--- config.mk ---
export PLATFORM = sky130hd
export DESIGN_NAME = four_digit_seven_segment_driver_top
export DESIGN_NICKNAME = d
export VERILOG_FILES = /design/src/hw/rtl/fsd_pkg.sv /design/src/hw/rtl/fsd_front.sv /design/src/hw/rtl/fsd_queue.sv /design/src/hw/rtl/fsd_back.sv /design/src/hw/rtl/four_digit_seven_segment_driver_top.sv
export VERILOG_INCLUDE_DIRS = /design/src /design/src/hw/rtl
export SDC_FILE = /design/constraint.sdc
export NUM_CORES = 1
export LEC_CHECK = 0
export BUFFER_PORTS_ARGS = -buffer_cell sky130_fd_sc_hd__buf_2
export CAP_MARGIN = 15
export CORE_ASPECT_RATIO = 2
export CORE_UTILIZATION = 25
export DETAILED_ROUTE_END_ITERATION = 8
export PLACE_DENSITY_LB_ADDON = 0.3
export SLEW_MARGIN = 30
export SYNTH_ARGS = -nofsm -noshare
export SYNTH_HDL_FRONTEND = slang
export SYNTH_SLANG_ARGS = --single-unit
export TNS_END_PERCENT = 5
--- constraint.sdc ---
create_clock -name i_clk -period 10.3 [get_ports i_clk]
set_clock_uncertainty 0.2 [all_clocks]
set_input_delay 1.03 -clock i_clk [delete_from_list [all_inputs] [get_ports i_clk]]
set_output_delay 1.03 -clock i_clk [all_outputs]
set_load 0.05 [all_outputs]
--- src/hw/rtl/four_digit_seven_segment_driver_top_assert.svh ---
// assertion macros shared by the display driver modules
`ifndef FOUR_DIGIT_SEVEN_SEGMENT_DRIVER_TOP_ASSERT_SVH
`define FOUR_DIGIT_SEVEN_SEGMENT_DRIVER_TOP_ASSERT_SVH
`ifndef SYNTHESIS
`define FSD_ASSERT(lbl, clk, rst_n, prop) \
    lbl: assert property (@(posedge clk) disable iff (!rst_n) (prop)) \
        else $error("fsd assertion failed");
`define FSD_ASSERT_NORST(lbl, clk, prop) \
    lbl: assert property (@(posedge clk) (prop)) \
        else $error("fsd assertion failed");
`else
`define FSD_ASSERT(lbl, clk, rst_n, prop)
`define FSD_ASSERT_NORST(lbl, clk, prop)
`endif
`endif

--- src/hw/rtl/fsd_pkg.sv ---
// types, constants and font for the four-digit display driver
package fsd_pkg;

    localparam int VALUE_W = 17;

    localparam logic [1:0] MODE_LOAD_INT = 2'd0;
    localparam logic [1:0] MODE_LOAD_FIX = 2'd1;
    localparam logic [1:0] MODE_SCAN     = 2'd2;
    localparam logic [1:0] MODE_BLANK    = 2'd3;

    localparam logic [1:0] POINT_NONE  = 2'd0;
    localparam logic [1:0] POINT_TWO   = 2'd2;
    localparam logic [1:0] POINT_THREE = 2'd3;

    localparam logic [VALUE_W-1:0] INT_LIMIT   = 17'd9999;
    localparam logic [VALUE_W-1:0] FIXED_LIMIT = 17'd99999;
    localparam logic [VALUE_W-1:0] FIXED_SPLIT = 17'd10000;

    // reciprocals, quotient = (v * recip) >> shift, exact for 17-bit v
    localparam int PROD_W = 35;
    localparam logic [17:0] RECIP_10    = 18'd209716;
    localparam logic [17:0] RECIP_100   = 18'd167773;
    localparam logic [17:0] RECIP_1000  = 18'd134218;
    localparam logic [17:0] RECIP_10000 = 18'd214749;
    localparam int SHIFT_10    = 21;
    localparam int SHIFT_100   = 24;
    localparam int SHIFT_1000  = 27;
    localparam int SHIFT_10000 = 31;

    localparam int NIBBLES = 5;

    typedef struct packed {
        logic [1:0]               mode;
        logic [1:0]               sel;
        logic                     wide;
        logic [NIBBLES-1:0][3:0]  nib;
    } t_fsd_entry;

    function automatic logic [6:0] seg_font(input logic [3:0] digit);
        logic [6:0] seg;
        case (digit)
            4'd0: seg = 7'h3F;
            4'd1: seg = 7'h06;
            4'd2: seg = 7'h5B;
            4'd3: seg = 7'h4F;
            4'd4: seg = 7'h66;
            4'd5: seg = 7'h6D;
            4'd6: seg = 7'h7D;
            4'd7: seg = 7'h07;
            4'd8: seg = 7'h7F;
            4'd9: seg = 7'h6F;
            default: seg = 7'h00;
        endcase
        return seg;
    endfunction

endpackage

--- src/hw/rtl/fsd_front.sv ---
// front end: accepts items, saturates loads and forms the decimal quotients
module fsd_front (
    input  logic                          i_valid,
    output logic                          o_ready,
    input  logic [1:0]                    i_mode,
    input  logic [fsd_pkg::VALUE_W-1:0]   i_value,
    input  logic [1:0]                    i_sel,
    input  logic                          i_full,
    output logic                          o_push,
    output fsd_pkg::t_fsd_entry           o_entry
);
    import fsd_pkg::*;

    logic [VALUE_W-1:0] w_limit;
    logic [VALUE_W-1:0] w_v_sat;
    logic [PROD_W-1:0]  w_p1;
    logic [PROD_W-1:0]  w_p2;
    logic [PROD_W-1:0]  w_p3;
    logic [PROD_W-1:0]  w_p4;

    assign o_ready = !i_full;
    assign o_push  = i_valid && !i_full;

    assign w_limit = (i_mode == MODE_LOAD_INT) ? INT_LIMIT : FIXED_LIMIT;
    assign w_v_sat = (i_value > w_limit) ? w_limit : i_value;

    assign w_p1 = PROD_W'(w_v_sat) * PROD_W'(RECIP_10);
    assign w_p2 = PROD_W'(w_v_sat) * PROD_W'(RECIP_100);
    assign w_p3 = PROD_W'(w_v_sat) * PROD_W'(RECIP_1000);
    assign w_p4 = PROD_W'(w_v_sat) * PROD_W'(RECIP_10000);

    always_comb begin
        o_entry.mode   = i_mode;
        o_entry.sel    = i_sel;
        o_entry.wide   = (i_mode == MODE_LOAD_FIX) && (w_v_sat >= FIXED_SPLIT);
        // low nibble of each quotient is all the digit split needs
        o_entry.nib[0] = w_v_sat[3:0];
        o_entry.nib[1] = w_p1[SHIFT_10+3:SHIFT_10];
        o_entry.nib[2] = w_p2[SHIFT_100+3:SHIFT_100];
        o_entry.nib[3] = w_p3[SHIFT_1000+3:SHIFT_1000];
        o_entry.nib[4] = w_p4[SHIFT_10000+3:SHIFT_10000];
    end

endmodule

--- src/hw/rtl/fsd_queue.sv ---
// short register queue between the front and back ends
`include "four_digit_seven_segment_driver_top_assert.svh"
module fsd_queue #(
    parameter int DEPTH = 2
) (
    input  logic                  i_clk,
    input  logic                  i_rst_n,
    input  logic                  i_push,
    input  fsd_pkg::t_fsd_entry   i_entry,
    output logic                  o_full,
    input  logic                  i_pop,
    output logic                  o_valid,
    output fsd_pkg::t_fsd_entry   o_entry
);
    import fsd_pkg::*;

    localparam int PTR_W = (DEPTH > 1) ? $clog2(DEPTH) : 1;
    localparam int CNT_W = $clog2(DEPTH + 1);
    localparam logic [PTR_W-1:0] PTR_LAST = PTR_W'(DEPTH - 1);
    localparam logic [CNT_W-1:0] CNT_FULL = CNT_W'(DEPTH);

    t_fsd_entry       r_mem [DEPTH];
    logic [PTR_W-1:0] r_wr_ptr;
    logic [PTR_W-1:0] r_rd_ptr;
    logic [CNT_W-1:0] r_count;
    logic [PTR_W-1:0] n_wr_ptr;
    logic [PTR_W-1:0] n_rd_ptr;
    logic [CNT_W-1:0] n_count;

    assign o_full  = (r_count == CNT_FULL);
    assign o_valid = (r_count != '0);
    assign o_entry = r_mem[r_rd_ptr];

    always_comb begin
        n_wr_ptr = r_wr_ptr;
        n_rd_ptr = r_rd_ptr;
        n_count  = r_count;
        if (i_push) begin
            n_wr_ptr = (r_wr_ptr == PTR_LAST) ? '0 : r_wr_ptr + 1'b1;
        end
        if (i_pop) begin
            n_rd_ptr = (r_rd_ptr == PTR_LAST) ? '0 : r_rd_ptr + 1'b1;
        end
        if (i_push && !i_pop) begin
            n_count = r_count + 1'b1;
        end else if (!i_push && i_pop) begin
            n_count = r_count - 1'b1;
        end
    end

    always_ff @(posedge i_clk) begin
        if (!i_rst_n) begin
            r_wr_ptr <= '0;
            r_rd_ptr <= '0;
            r_count  <= '0;
        end else begin
            r_wr_ptr <= n_wr_ptr;
            r_rd_ptr <= n_rd_ptr;
            r_count  <= n_count;
        end
    end

    always_ff @(posedge i_clk) begin
        if (i_push) begin
            r_mem[r_wr_ptr] <= i_entry;
        end
    end

    `FSD_ASSERT(a_no_overflow, i_clk, i_rst_n, i_push |-> !o_full)
    `FSD_ASSERT(a_no_underflow, i_clk, i_rst_n, i_pop |-> o_valid)
    `FSD_ASSERT(a_count_bound, i_clk, i_rst_n, r_count <= CNT_FULL)

endmodule

--- src/hw/rtl/fsd_back.sv ---
// back end: digit store, point place and registered scan and blank output
`include "four_digit_seven_segment_driver_top_assert.svh"
module fsd_back (
    input  logic                  i_clk,
    input  logic                  i_rst_n,
    input  logic                  i_valid,
    input  fsd_pkg::t_fsd_entry   i_entry,
    output logic                  o_pop,
    output logic                  o_out_valid,
    input  logic                  i_out_ready,
    output logic [7:0]            o_segments,
    output logic [3:0]            o_digit_enable
);
    import fsd_pkg::*;

    logic [3:0] r_digit [4];
    logic [1:0] r_point;
    logic       r_out_valid;
    logic [7:0] r_segments;
    logic [3:0] r_digit_enable;

    logic [3:0] w_dec [NIBBLES];
    logic [3:0] w_ten [NIBBLES];
    logic       w_is_load;
    logic       w_out_free;
    logic [7:0] n_segments;
    logic [3:0] n_digit_enable;
    logic [1:0] n_point;

    // digit k = q_k - 10 * q_(k+1), taken mod 16
    always_comb begin
        for (int k = 0; k < NIBBLES; k++) begin
            w_ten[k] = '0;
        end
        for (int k = 0; k < NIBBLES - 1; k++) begin
            w_ten[k] = {i_entry.nib[k+1][0], 3'b000} + {i_entry.nib[k+1][2:0], 1'b0};
        end
        for (int k = 0; k < NIBBLES; k++) begin
            w_dec[k] = i_entry.nib[k] - w_ten[k];
        end
    end

    assign w_is_load  = (i_entry.mode == MODE_LOAD_INT) || (i_entry.mode == MODE_LOAD_FIX);
    assign w_out_free = !r_out_valid || i_out_ready;
    assign o_pop      = i_valid && (w_is_load || w_out_free);

    always_comb begin
        case (i_entry.mode)
            MODE_SCAN: begin
                n_segments[6:0] = seg_font(r_digit[i_entry.sel]);
                n_segments[7]   = (r_point != POINT_NONE) && (r_point == i_entry.sel);
                n_digit_enable  = 4'b0001 << i_entry.sel;
            end
            default: begin
                n_segments     = '0;
                n_digit_enable = '0;
            end
        endcase
    end

    always_comb begin
        case (i_entry.mode)
            MODE_LOAD_INT: n_point = POINT_NONE;
            MODE_LOAD_FIX: n_point = i_entry.wide ? POINT_TWO : POINT_THREE;
            default:       n_point = r_point;
        endcase
    end

    always_ff @(posedge i_clk) begin
        if (!i_rst_n) begin
            for (int k = 0; k < 4; k++) begin
                r_digit[k] <= '0;
            end
            r_point     <= POINT_NONE;
            r_out_valid <= 1'b0;
        end else begin
            if (o_pop && w_is_load) begin
                for (int k = 0; k < 4; k++) begin
                    r_digit[k] <= i_entry.wide ? w_dec[k+1] : w_dec[k];
                end
                r_point <= n_point;
            end
            if (o_pop && !w_is_load) begin
                r_out_valid <= 1'b1;
            end else if (i_out_ready) begin
                r_out_valid <= 1'b0;
            end
        end
    end

    always_ff @(posedge i_clk) begin
        if (o_pop && !w_is_load) begin
            r_segments     <= n_segments;
            r_digit_enable <= n_digit_enable;
        end
    end

    assign o_out_valid    = r_out_valid;
    assign o_segments     = r_segments;
    assign o_digit_enable = r_digit_enable;

    `FSD_ASSERT(a_enable_onehot, i_clk, i_rst_n, r_out_valid |-> $onehot0(r_digit_enable))
    `FSD_ASSERT(a_point_place, i_clk, i_rst_n,
        (r_out_valid && r_segments[7]) |-> (r_digit_enable[2] || r_digit_enable[3]))
    `FSD_ASSERT_NORST(a_reset_clears, i_clk, !i_rst_n |=> !r_out_valid)

endmodule

--- src/hw/rtl/four_digit_seven_segment_driver_top.sv ---
// top level of the four-digit multiplexed seven-segment display driver
// a scan or blank item is held in the queue, then in the back end's output register, before it shows on the output
// throughput: one item per cycle while the queue is not full, set by the combinational front multipliers and queue
// loads give no output item and update the digit store when they leave the queue
// synchronous active-low reset clears the digit store, the point place and the queue
module four_digit_seven_segment_driver_top #(
    parameter int QUEUE_DEPTH = 2
) (
    input  logic        i_clk,
    input  logic        i_rst_n,
    input  logic        s_axis_tvalid,
    output logic        s_axis_tready,
    input  logic [23:0] s_axis_tdata,   // value[16:0], digit_select[18:17], zero pad
    input  logic [1:0]  s_axis_tuser,   // mode[1:0]
    output logic        m_axis_tvalid,
    input  logic        m_axis_tready,
    output logic [15:0] m_axis_tdata    // segments[7:0], digit_enable[11:8], zero pad
);
    import fsd_pkg::*;

    logic       w_push;
    logic       w_full;
    logic       w_pop;
    logic       w_q_valid;
    t_fsd_entry w_front_entry;
    t_fsd_entry w_back_entry;
    logic [7:0] w_segments;
    logic [3:0] w_digit_enable;

    fsd_front u_front (
        .i_valid  (s_axis_tvalid),
        .o_ready  (s_axis_tready),
        .i_mode   (s_axis_tuser),
        .i_value  (s_axis_tdata[VALUE_W-1:0]),
        .i_sel    (s_axis_tdata[VALUE_W+1:VALUE_W]),
        .i_full   (w_full),
        .o_push   (w_push),
        .o_entry  (w_front_entry)
    );

    fsd_queue #(
        .DEPTH (QUEUE_DEPTH)
    ) u_queue (
        .i_clk    (i_clk),
        .i_rst_n  (i_rst_n),
        .i_push   (w_push),
        .i_entry  (w_front_entry),
        .o_full   (w_full),
        .i_pop    (w_pop),
        .o_valid  (w_q_valid),
        .o_entry  (w_back_entry)
    );

    fsd_back u_back (
        .i_clk          (i_clk),
        .i_rst_n        (i_rst_n),
        .i_valid        (w_q_valid),
        .i_entry        (w_back_entry),
        .o_pop          (w_pop),
        .o_out_valid    (m_axis_tvalid),
        .i_out_ready    (m_axis_tready),
        .o_segments     (w_segments),
        .o_digit_enable (w_digit_enable)
    );

    assign m_axis_tdata = {4'b0000, w_digit_enable, w_segments};

endmodule
# ---- Word level (Yosys, flattened, before mapping)
# Memory sizes are Yosys's and may differ from the RTL's. A register that Yosys moved wholly into a read port is not among the register bits.
# Cells that the tools add are included.
dict set report op_classes {
  n_shift 1
  bitwise_logic 4
  add_sub_neg 12
  n_lt_le_gt_ge 2
  n_mul 4
  eq_ne 5
  reduce_logical 25
  mux 26
}
# op n
set op_table {}
lappend op_table {{$mul 17x18->35 const B} 1}
lappend op_table {{$mux 17} 2}
lappend op_table {{$mux 4} 8}
lappend op_table {{$mul 17x17->30 const B} 1}
lappend op_table {{$mul 17x18->28 const B} 1}
lappend op_table {{$mul 17x16->23 const B} 1}
lappend op_table {{$ge 17x14->1 const B} 1}
lappend op_table {{$gt 17x17->1} 1}
lappend op_table {{$add 4x4->4} 4}
lappend op_table {{$sub 4x4->4} 4}
lappend op_table {{$mux 1} 13}
lappend op_table {{$reduce_bool 2->1} 5}
lappend op_table {{$logic_and 1x1->1} 8}
lappend op_table {{$logic_not 1->1} 6}
lappend op_table {{$eq 2x1->1 const B} 2}
lappend op_table {{$eq 2x2->1 const B} 2}
lappend op_table {{$logic_not 2->1} 2}
lappend op_table {{$mux 2} 2}
lappend op_table {{$or 1x1->1} 4}
lappend op_table {{$pmux 2 s2} 1}
lappend op_table {{$shl 1x2->4 const A} 1}
lappend op_table {{$logic_or 1x1->1} 3}
lappend op_table {{$add 1x1->1 const B} 2}
lappend op_table {{$add 2x1->2 const B} 1}
lappend op_table {{other kinds (3)} 3}
dict set report word_totals {
  n_memories 3
  in_bits 30
  romBits 112
  regBits 19
  elab_cells 89
  out_inout_bits 18
  ram_bits 66
}
# memory depth word_bits read_ports rd_ports_with_merged_regs wr line_no
set memory_table {}
lappend memory_table {{(no name shown)} 16 7 1 1 0 fsd_pkg.sv:41} ;# case (digit)
lappend memory_table {u_queue.r_mem 2 25 1 1 1 fsd_queue.sv:22} ;# t_fsd_entry r_mem [DEPTH];
lappend memory_table {u_back.r_digit 4 4 1 0 4 fsd_back.sv:16} ;# logic [3:0] r_digit [4];

# ---- Longest topological paths before layout
# Gate-level depths: netlist (run 1).
dict set report depth {
  depth_word 9
  depth_mapped 31
  mapped_depth_nobuf 30
}

# ---- Modules after synthesis
# A second synthesis (run 1) with hierarchy kept.
dict set report hier_totals {
  cells_unflattened 1874
  hier_area_um2 19593.8
}
# mod instances seq_area_each_um2 area_per_inst_um2 cells_each
set modules_own_cells {}
lappend modules_own_cells {fsd_front 1 0.0 15479.8 1577}
lappend modules_own_cells {fsd_back 1 900.9 2055.7 192}
lappend modules_own_cells {fsd_queue 1 1601.5 2024.4 100}
lappend modules_own_cells {four_digit_seven_segment_driver_top 1 0.0 33.8 5}

# ---- Least setup slack after synthesis (run 1)
# OpenSTA, ideal clock, no wires.
dict set report synth_timing {
  path_kind {input to register}
  start {input s_axis_tuser[1]}
  end {memory u_queue.r_mem[0][11] (netlist name), data pin}
  n_path_buf 1
  required_ns 9.836
  setup_time_ns 0.264
  setup_slack_ns 1.020
  arrival_ns 8.815
  cell_stages 27
  path_cell_list {or2_2 > ha_1 > or3_4 > o311ai_4 > a22oi_2 > buf_4 > o21ai_0 > inv_1 > fa_1 > inv_1 > fa_1 > inv_1 > fa_1 > inv_1 > fa_1 > fa_1 > inv_1 > fa_1 > inv_1 > ha_1 > nand3_1 > nor3_1 > and3_1 > and3_1 > a2111o_1 > a21oi_1 > xnor2_1}
}
# item line_no
set synth_rtl {}
lappend synth_rtl {{start, declared} four_digit_seven_segment_driver_top.sv:14} ;# input logic [1:0] s_axis_tuser,
lappend synth_rtl {{end, declared} fsd_queue.sv:22}

==> results of run 1 <==
==> path summary, 6_finish.rpt <==
check                    start              endpoint  cells past startpoint
max            s_axis_tuser[1]  u_queue.r_mem[0][18]                     31
min          u_back.r_point[1]     u_back.r_point[1]                      1
max reg2reg           register  u_back.o_segments[4]                     10
min reg2reg  u_back.r_point[1]     u_back.r_point[1]                      1
==> cell families after synthesis <==
| kind of cell | after synthesis |
|---|---|
| fa+ha+maj | 736 |
| buf+inv | 589 |
| simple gates | 194 |
| compound gates | 173 |
| flops | 86 |
| xor+xnor | 59 |
| mux | 32 |
| other cells | 1 |
==> worst max-delay path: cells and delay by family <==
kind | cells | cell delay, ns
AOI/OAI and AO/OA | 5 | 1.32
xor gates and xnor gates | 1 | 0.41
adders and majority gates | 8 | 3.81
buffers and inverters | 9 | 1.16
and+or+nand+nor | 8 | 1.81
==> cells in the mapped netlist (5+ instances only) <==
master    count  area (µm²)
o21ai_1       5       25.02
buf_4         5       37.54
or2_2         5       31.28
and2_1       10       62.56
a211oi_1     19       142.6
nand3_1      19       95.09
nor2b_1       7       43.79
nor2_1       49       183.9
fa_1        325        6506
ha_1        411        5142
xor2_1       15       131.4
a21oi_1      52       260.3
a21o_1       27       202.7
nor3_1       13       65.06
inv_1       576        2162
nand2_1      41       153.9
o21ai_0      24       120.1
mux2_2        6       67.56
and3_1        8       50.05
edfxtp_1     78        2342
nand2b_1     10       62.56
mux2i_1      23       230.2
nand4_1      13       81.33
dfxtp_1       8       160.2
xnor2_1      44       385.4
==> stage by stage <==
step / instance area [µm²] / setup WS, ns / cells / hold slack (ns) / util, %
global route: 21640 / 0.1741 / 3002 / 0.3506 / 28.13
finish: 21640 / 0.6497 / 3002 / 0.3248 / 28.13
floorplan: 19450 / 1.020 / 1873 / 0.2608 / -
CTS: 21640 / 0.6149 / 3002 / 0.3208 / 28.13
global placement: 21360 / 0.3272 / 2986 / 0.2971 / 27.76
detailed placement: 21360 / 0.2765 / 2986 / 0.3032 / 27.77
==> layout make-up <==
cell class	count	area [µm²]	share of cell area, %
inverter	577	2166	10.01
clock inverter	7	56.30	0.2601
tap	1022	1279	5.908
multi-input combinational	1198	14740	68.09
clock buffer	9	225.2	1.041
timing repair buffer	103	678.2	3.133
sequential	86	2502	11.56
==> cell usage in the layout (no fill, tap or decap), types with 3 or more instances in the layout <==
| master | netlist | routed |
|---|---|---|
| o21a_1 | 4 | 4 |
| conb_1 | 1 | 4 |
| and4_1 | 3 | 3 |
| xnor2_1 | 44 | 44 |
| a21boi_0 | 3 | 3 |
| edfxtp_1 | 78 | 78 |
| inv_6 | 0 | 3 |
| ha_1 | 411 | 411 |
| clkbuf_16 | 0 | 9 |
| xor2_1 | 15 | 15 |
| and2_1 | 10 | 10 |
| nand4b_1 | 4 | 4 |
| o21bai_1 | 3 | 3 |
| buf_2 | 3 | 38 |
| or3_1 | 3 | 3 |
| o21ai_1 | 5 | 5 |
| nor3_1 | 13 | 12 |
| buf_4 | 5 | 65 |
| or2_2 | 5 | 5 |
| nand2b_1 | 10 | 10 |
| mux2i_1 | 23 | 23 |
| a211oi_2 | 3 | 3 |
| nor2b_1 | 7 | 7 |
| mux4_2 | 3 | 3 |
| nand3_1 | 19 | 19 |
| o21ai_0 | 24 | 23 |
| nand2_1 | 41 | 41 |
| dfxtp_1 | 8 | 8 |
| a211oi_1 | 19 | 19 |
| inv_1 | 576 | 576 |
| a21o_1 | 27 | 27 |
| and3_1 | 8 | 8 |
| nand4_1 | 13 | 13 |
| fa_1 | 325 | 325 |
| nor2_1 | 49 | 48 |
| mux2_2 | 6 | 6 |
| a21oi_1 | 52 | 52 |
==> layer usage <==
metal / vias up / track usage (%)
li1: 6099 / -
met1: 6727 / 13.85
met2: 311 / 34.13
met3: 205 / 1.706
met4: 0 / 16.36
met5: - / 0
==> sequential cells by signal (all words and copies together) (netlist names), named ones only <==
signal,count
u_back.o_digit_enable,4
u_back.o_out_valid,1
u_back.o_segments,8
u_back.r_digit,16
u_back.r_point,2
u_queue.r_count,2
u_queue.r_mem,50
u_queue.r_rd_ptr,1
u_queue.r_wr_ptr,1
==> flow_summary_export.csv, run 1 <==
group,metric,value,unit
outcome,status,"complete, no violations",
floorplan,core,0.07693,mm²
route,drtIter0Drc,377,
timing,hold_violations,0,
logic_synthesis,synth_cell_types,69,
clock_tree,numClockSinks,86,
timing,period_needed,9.650,ns
worst_setup_path,critPathSlowestCell,"fa_1",
logic_synthesis,synthMuxAreaShare,1.880,%
route,route.detailed.drc,0,
timing,setup_tns,0,ns
run,drv_cap,0,
logic_synthesis,synth_edf_count,78,
placed_design,port_buffers,38,
clock_tree,ctsRootBufferMaster,"clkbuf_16",
placed_design,dpl.hpwl,57.02,mm
floorplan,dieWidth,199.2,µm
clock_tree,cts_resized,0,
final_layout,drive_gt1_share,7.525,%
route,routed.top_layer,"met4",
logic_synthesis,ys_seq_area_share,12.87,%
worst_setup_path,critPathKind,"primary input to register",
logic_synthesis,synth-async-reset-ratio,0,%
timing,final_min_period_over_clock_period,93.69,%
global_routing,grt_usage,17.09,%
clock_tree,clockBufferDepth,2,
route,routed_via_density,4.444,
floorplan,dieArea,0.07894,mm²
route,antenna_left,0,
logic_synthesis,synth_area,0.01944,mm²
logic_synthesis,synth-main-ff-cell,"edfxtp_1",
route,drt-pass1-iter-count,4,
global_routing,antenna_found_initial,0,
route,wl,64.27,mm
worst_setup_path,max_stage_delay,0.63,ns
logic_synthesis,synthXorXnorAreaFrac,2.659,%
timing,slew_headroom,43.51,%
logic_synthesis,synth_fa_ha_area_share,59.93,%
global_routing,grt_pass1_wl,94.61,mm
final_layout,insertedDiodeCount,0,
worst_setup_path,crit_path_start_kind,"primary input",
worst_setup_path,crit_required,10.20,ns
floorplan,core.rowCount,144,
timing,timing.fmax,0.1036,GHz
logic_synthesis,synth_warnings,0,
route,dr_wl_met3,1.727,mm
clock_tree,cts_tree,"built",
logic_synthesis,synth_top_family_by_area,"adder cells",
logic_synthesis,synthCells,1870,
timing,final_max_slew_viol_count,0,
worst_setup_path,critPathMaxFanout,8,
timing,worst_pin_slew,0.8442,ns
route,routedWlPerCell,21.41,µm
clock_tree,holdBufCountCts,0,
logic_synthesis,synth-simple-area-share,5.092,%
final_layout,nets,2741,
logic_synthesis,postSynthAreaPerCell,10.39,µm²
timing,rsz0062_at_grt,"no",
clock_tree,htree_num_levels,3,
logic_synthesis,synth_compound_area_share,6.057,%
clock_tree,clk_pin_slew_worst_paths,0.06,ns
logic_synthesis,synth_seq_cells,86,
route,routed-via-count,13340,
floorplan,pin_count,48,
worst_setup_path,reg2reg_slack,7.36,ns
global_routing,grt_max_degree,28,
clock_tree,numCtsBuffers,9,
worst_setup_path,crit_top_cell,"inv_1",
worst_setup_path,cp-end-kind,"register",
floorplan,start_util,25.27,%
placed_design,place.gp.congestion,0.9865,
clock_tree,clock_latency,0.36,ns
hold_path,hold_class,"register to register",
final_layout,synthToLayoutAreaGrowth,11.35,%
floorplan,die_h,396.3,µm
route,met1_length,18.33,mm
global_routing,overflow,0,
route,wl_met2,36.87,mm
clock_tree,post_cts_buffers,0,
timing,setup_violations,0,
worst_setup_path,cp.arrival,9.55,ns
global_routing,grt_pass1_vias,15340,
final_layout,nFillCells,8064,
Power of run 1 is left out: the tool's default activity adds up to more than one toggle a clock period on the data nets, which glitch-free logic cannot reach.
==> run 2, diff against run 1 <==
--- a/config.mk
+++ b/config.mk
@@ -9,6 +9,7 @@
 export BUFFER_PORTS_ARGS = -buffer_cell sky130_fd_sc_hd__buf_2
 export CAP_MARGIN = 15
 export CORE_ASPECT_RATIO = 2
+export CORE_MARGIN = 3
 export CORE_UTILIZATION = 25
 export DETAILED_ROUTE_END_ITERATION = 8
 export PLACE_DENSITY_LB_ADDON = 0.3
==> flow_summary_export.csv, run 2 (synthesis results as in run 1) <==
group,metric,value,unit
final_layout,drive_gt1_share,7.428,%
final_layout,regMostFlops,"u_queue.r_mem",
placed_design,dpl_cell_area,0.02137,mm²
global_routing,grt_pass1_wl,94.64,mm
timing,setup_violations,0,
floorplan,core,0.07711,mm²
clock_tree,cts_resized,0,
timing,setup_tns,0,ns
floorplan,dieArea,0.08133,mm²
worst_setup_path,crit_top_cell,"inv_1",
timing,slew_headroom,38.80,%
clock_tree,ctsRootBufferMaster,"clkbuf_16",
final_layout,nFillCells,8213,
clock_tree,clockBufferDepth,2,
worst_setup_path,reg2reg_depth,8,
worst_setup_path,critPathKind,"primary input to register",
clock_tree,cts_tree,"built",
worst_setup_path,worstSetupStartpoint,"s_axis_tuser[1]",
run,drv_cap,0,
route,route.detailed.drc,0,
placed_design,place.gp.congestion,1.006,
worst_setup_path,critPathMaxFanout,7,
clock_tree,htree_num_levels,3,
route,drt-pass1-iter-count,5,
route,antenna_left,0,
timing,worst_pin_slew,0.9119,ns
route,routedWlPerCell,21.14,µm
timing,timing.fmax,0.1022,GHz
route,drtIter0Drc,467,
worst_setup_path,cp.arrival,9.64,ns
floorplan,dieWidth,203.2,µm
outcome,status,"complete, no violations",
timing,rsz0062_at_grt,"no",
floorplan,core.rowCount,144,
final_layout,largest_reg_flops,50,
clock_tree,numCtsBuffers,9,
global_routing,overflow,0,
timing,final_min_period_over_clock_period,94.99,%
clock_tree,clock_latency,0.36,ns
clock_tree,clk_pin_slew_worst_paths,0.06,ns
final_layout,insertedDiodeCount,0,
worst_setup_path,timing.rr.end,"u_back.o_segments[3]",
route,routed_via_density,4.444,
placed_design,dpl.hpwl,57.70,mm
final_layout,final_design_area_no_fill,0.02165,mm²
floorplan,die_h,400.3,µm
final_layout,layout_common_cells,"inv_1 (576), ha_1 (411), fa_1 (325), edfxtp_1 (78), buf_4 (63)",
final_layout,layout_commonest_cell,"inv_1",
worst_setup_path,max_stage_delay,0.60,ns
route,wl,63.43,mm
route,routed-via-count,13340,
worst_setup_path,crit_path_start_kind,"primary input",
worst_setup_path,crit_required,10.16,ns
worst_setup_path,reg2reg_slack,6.97,ns
hold_path,hold_class,"register to register",
timing,period_needed,9.784,ns
final_layout,nets,2740,
clock_tree,numClockSinks,86,
final_layout,synthToLayoutAreaGrowth,11.38,%
worst_setup_path,crit_end,"u_queue.r_mem[0][11]",
timing,final_max_slew_viol_count,0,
worst_setup_path,cp-end-kind,"register",
global_routing,grt_usage,16.00,%
floorplan,start_util,25.21,%
clock_tree,holdBufCountCts,0,
floorplan,pin_count,48,
global_routing,grt_max_degree,28,
global_routing,antenna_found_initial,2,
clock_tree,post_cts_buffers,0,
global_routing,grt_pass1_vias,15470,
placed_design,port_buffers,38,
worst_setup_path,critPathSlowestCell,"fa_1",
timing,hold_violations,0,
==> run 2: changes by cell type in the layout (fill, tap and decap cells not counted), sizes merged <==
cell / change
buf: -1
==> run 2: layer usage <==
metal	vias to the layer above	share of wire [%]	GRT usage (%)	wire length (µm)
met3	224	2.3	1.186	1474
li1	6100	-	-	-
met5	-	0	0	0
met2	352	56	31.84	35800
met1	6661	27	12.74	17380
met4	0	14	16.60	8770
==> run 2: layout make-up <==
| cell class | count | area (µm²) | area share, % |
|---|---|---|---|
| clock inverter | 7 | 57.56 | 0.2659 |
| multi-input combinational | 1198 | 14740 | 68.07 |
| sequential | 86 | 2502 | 11.56 |
| tap | 1022 | 1279 | 5.907 |
| timing repair buffer | 102 | 683.2 | 3.156 |
| inverter | 577 | 2166 | 10.00 |
| clock buffer | 9 | 225.2 | 1.040 |
==> run 2: how the worst min path moves through the flow <==
stage / slack [ns] / from / cells after the start / endpoint
after floorplan: 0.26 / u_back.r_point[1] / 1 / u_back.r_point[1]
after global placement: 0.28 / u_back.r_point[1] / 1 / u_back.r_point[1]
after detailed placement: 0.30 / u_back.r_point[1] / 1 / u_back.r_point[1]
after CTS: 0.31 / u_back.r_point[1] / 1 / u_back.r_point[1]
after global routing: 0.34 / u_back.r_point[1] / 1 / u_back.r_point[1]
final: 0.31 / u_back.r_point[1] / 1 / u_back.r_point[1]
==> run 2: per-stage QoR <==
step	util (%)	hold WS, ns	std cells	setup slack, ns
3_5_place_dp	27.71	0.2975	2985	0.3668
3_3_place_gp	27.70	0.2786	2985	0.4104
4_1_cts	28.07	0.3135	3001	0.7302
5_1_grt	28.07	0.3364	3001	0.1936
6_report	28.07	0.3136	3001	0.5155
2_1_floorplan	-	0.2608	1873	1.020
==> run 2: worst max-delay path: cells and delay by family <==
| kind | cells | cell delay (ns) |
|---|---|---|
| compound gates | 6 | 2.33 |
| xor+xnor | 1 | 0.22 |
| fa+ha+maj | 8 | 3.39 |
| buf+inv | 8 | 1.19 |
| mux | 1 | 0.40 |
| simple gates | 6 | 1.07 |
Power of run 2 is left out for the same reason.
==> run 3, diff against run 2 <==
--- a/config.mk
+++ b/config.mk
@@ -11,6 +11,7 @@
 export CORE_ASPECT_RATIO = 2
 export CORE_MARGIN = 3
 export CORE_UTILIZATION = 25
+export CTS_BUF_LIST = sky130_fd_sc_hd__clkbuf_2
 export DETAILED_ROUTE_END_ITERATION = 8
 export PLACE_DENSITY_LB_ADDON = 0.3
 export SLEW_MARGIN = 30
==> flow_summary_export.csv, run 3 (synthesis results as in run 1) <==
group,metric,value,unit
clock_tree,htree_num_levels,3,
clock_tree,cts_resized,0,
worst_setup_path,worstSetupStartpoint,"s_axis_tuser[1]",
worst_setup_path,crit_required,10.43,ns
floorplan,pin_count,48,
floorplan,start_util,25.21,%
global_routing,grt_usage,15.98,%
clock_tree,post_cts_buffers,0,
timing,worst_pin_slew,0.9110,ns
clock_tree,clk_pin_slew_worst_paths,0.25,ns
floorplan,dieWidth,203.2,µm
clock_tree,ctsRootBufferMaster,"clkbuf_2",
worst_setup_path,cp.arrival,9.65,ns
final_layout,drive_gt1_share,7.428,%
floorplan,die_h,400.3,µm
global_routing,grt_max_degree,28,
global_routing,grt_pass1_wl,94.53,mm
floorplan,core,0.07711,mm²
route,route.detailed.drc,0,
outcome,status,"complete, no violations",
route,drtIter0Drc,482,
worst_setup_path,timing.rr.end,"u_back.o_segments[0]",
worst_setup_path,worstPathBufferInverterCount,6,
worst_setup_path,crit_path_start_kind,"primary input",
global_routing,antenna_found_initial,3,
clock_tree,clock_latency,0.61,ns
timing,hold_violations,0,
timing,setup_violations,0,
worst_setup_path,critPathKind,"primary input to register",
worst_setup_path,crit_end,"u_queue.r_mem[0][11]",
final_layout,regMostFlops,"u_queue.r_mem",
route,routedWlPerCell,21.13,µm
worst_setup_path,reg2reg_depth,8,
timing,rsz0062_at_grt,"no",
timing,final_min_period_over_clock_period,92.45,%
global_routing,grt_pass1_vias,15480,
hold_path,hold_class,"register to register",
worst_setup_path,crit_top_cell,"fa_1",
run,drv_cap,0,
final_layout,layout_commonest_cell,"inv_1",
floorplan,core.rowCount,144,
route,antenna_left,0,
placed_design,dpl.hpwl,57.70,mm
worst_setup_path,cp_num_cells,29,
worst_setup_path,cp-end-kind,"register",
worst_setup_path,critPathSlowestCell,"fa_1",
route,wl,63.45,mm
placed_design,port_buffers,38,
timing,slew_headroom,38.86,%
route,routed-via-count,13290,
clock_tree,numClockSinks,86,
route,routed_via_density,4.427,
clock_tree,clockBufferDepth,2,
worst_setup_path,critPathMaxFanout,7,
final_layout,largest_reg_flops,50,
placed_design,place.gp.congestion,1.006,
worst_setup_path,max_stage_delay,0.61,ns
timing,final_max_slew_viol_count,0,
clock_tree,holdBufCountCts,0,
route,drt-pass1-iter-count,5,
floorplan,dieArea,0.08133,mm²
worst_setup_path,reg2reg_slack,6.95,ns
timing,setup_tns,0,ns
global_routing,overflow,0,
worst_setup_path,path_delay_family,"adder cells",
clock_tree,cts_tree,"built",
timing,period_needed,9.522,ns
timing,timing.fmax,0.1050,GHz
final_layout,layout_common_cells,"inv_1 (576), ha_1 (411), fa_1 (325), edfxtp_1 (78), buf_4 (63)",
final_layout,synthToLayoutAreaGrowth,10.47,%
final_layout,nets,2740,
clock_tree,numCtsBuffers,9,
==> run 3: how the worst min path moves through the flow <==
stage                     depth (start not counted)                    to                from  slack, ns
after global routing                              1  u_queue.r_mem[0][21]    s_axis_tdata[17]       0.34
final                                             2    u_queue.r_count[1]  u_queue.r_count[1]       0.35
after detailed placement                          1     u_back.r_point[1]   u_back.r_point[1]       0.30
after CTS                                         1  u_queue.r_mem[0][21]    s_axis_tdata[17]       0.32
after floorplan                                   1     u_back.r_point[1]   u_back.r_point[1]       0.26
after global placement                            1     u_back.r_point[1]   u_back.r_point[1]       0.28
==> run 3: final cells by class <==
| cell class | instances | area [µm²] |
|---|---|---|
| diodes | 1 | 2.502 |
| clock buffers | 9 | 45.04 |
| clock inverters | 7 | 57.56 |
| fillers | 8237 | 55640 |
| inverters | 577 | 2166 |
| multi-input cells | 1198 | 14740 |
| flip-flops and latches | 86 | 2502 |
| well taps | 1022 | 1279 |
| repair buffers | 102 | 683.2 |
==> run 3: stage by stage <==
| step | setup WS (ns) | hold slack [ns] | instance area, µm² | cells | utilization [%] |
|---|---|---|---|---|---|
| CTS | 1.044 | 0.3224 | 21470 | 3001 | 27.84 |
| global placement | 0.4104 | 0.2786 | 21360 | 2985 | 27.70 |
| floorplan | 1.020 | 0.2608 | 19450 | 1873 | - |
| detailed placement | 0.3668 | 0.2975 | 21370 | 2985 | 27.71 |
| global route | 0.5113 | 0.3426 | 21470 | 3002 | 27.84 |
| finish | 0.7780 | 0.3468 | 21470 | 3002 | 27.84 |
==> run 3: worst reg2reg max path, cell delays in order, from the launching register on <==
cell	delay, ns
dfxtp_1	0.36
buf_4	0.40
mux2i_1	0.78
mux4_2	0.71
inv_1	0.17
ha_1	0.16
nor2_1	0.04
o21bai_1	0.19
a21oi_1	0.11
==> run 3: metal layers <==
metal | track usage, % | routed length [µm] | vias to the layer above
met5 | 0 | 0 | -
met4 | 16.89 | 8757 | 0
met3 | 1.283 | 1695 | 212
met2 | 31.66 | 35810 | 340
met1 | 12.64 | 17180 | 6642
li1 | - | - | 6097
Power of run 3 is left out for the same reason.
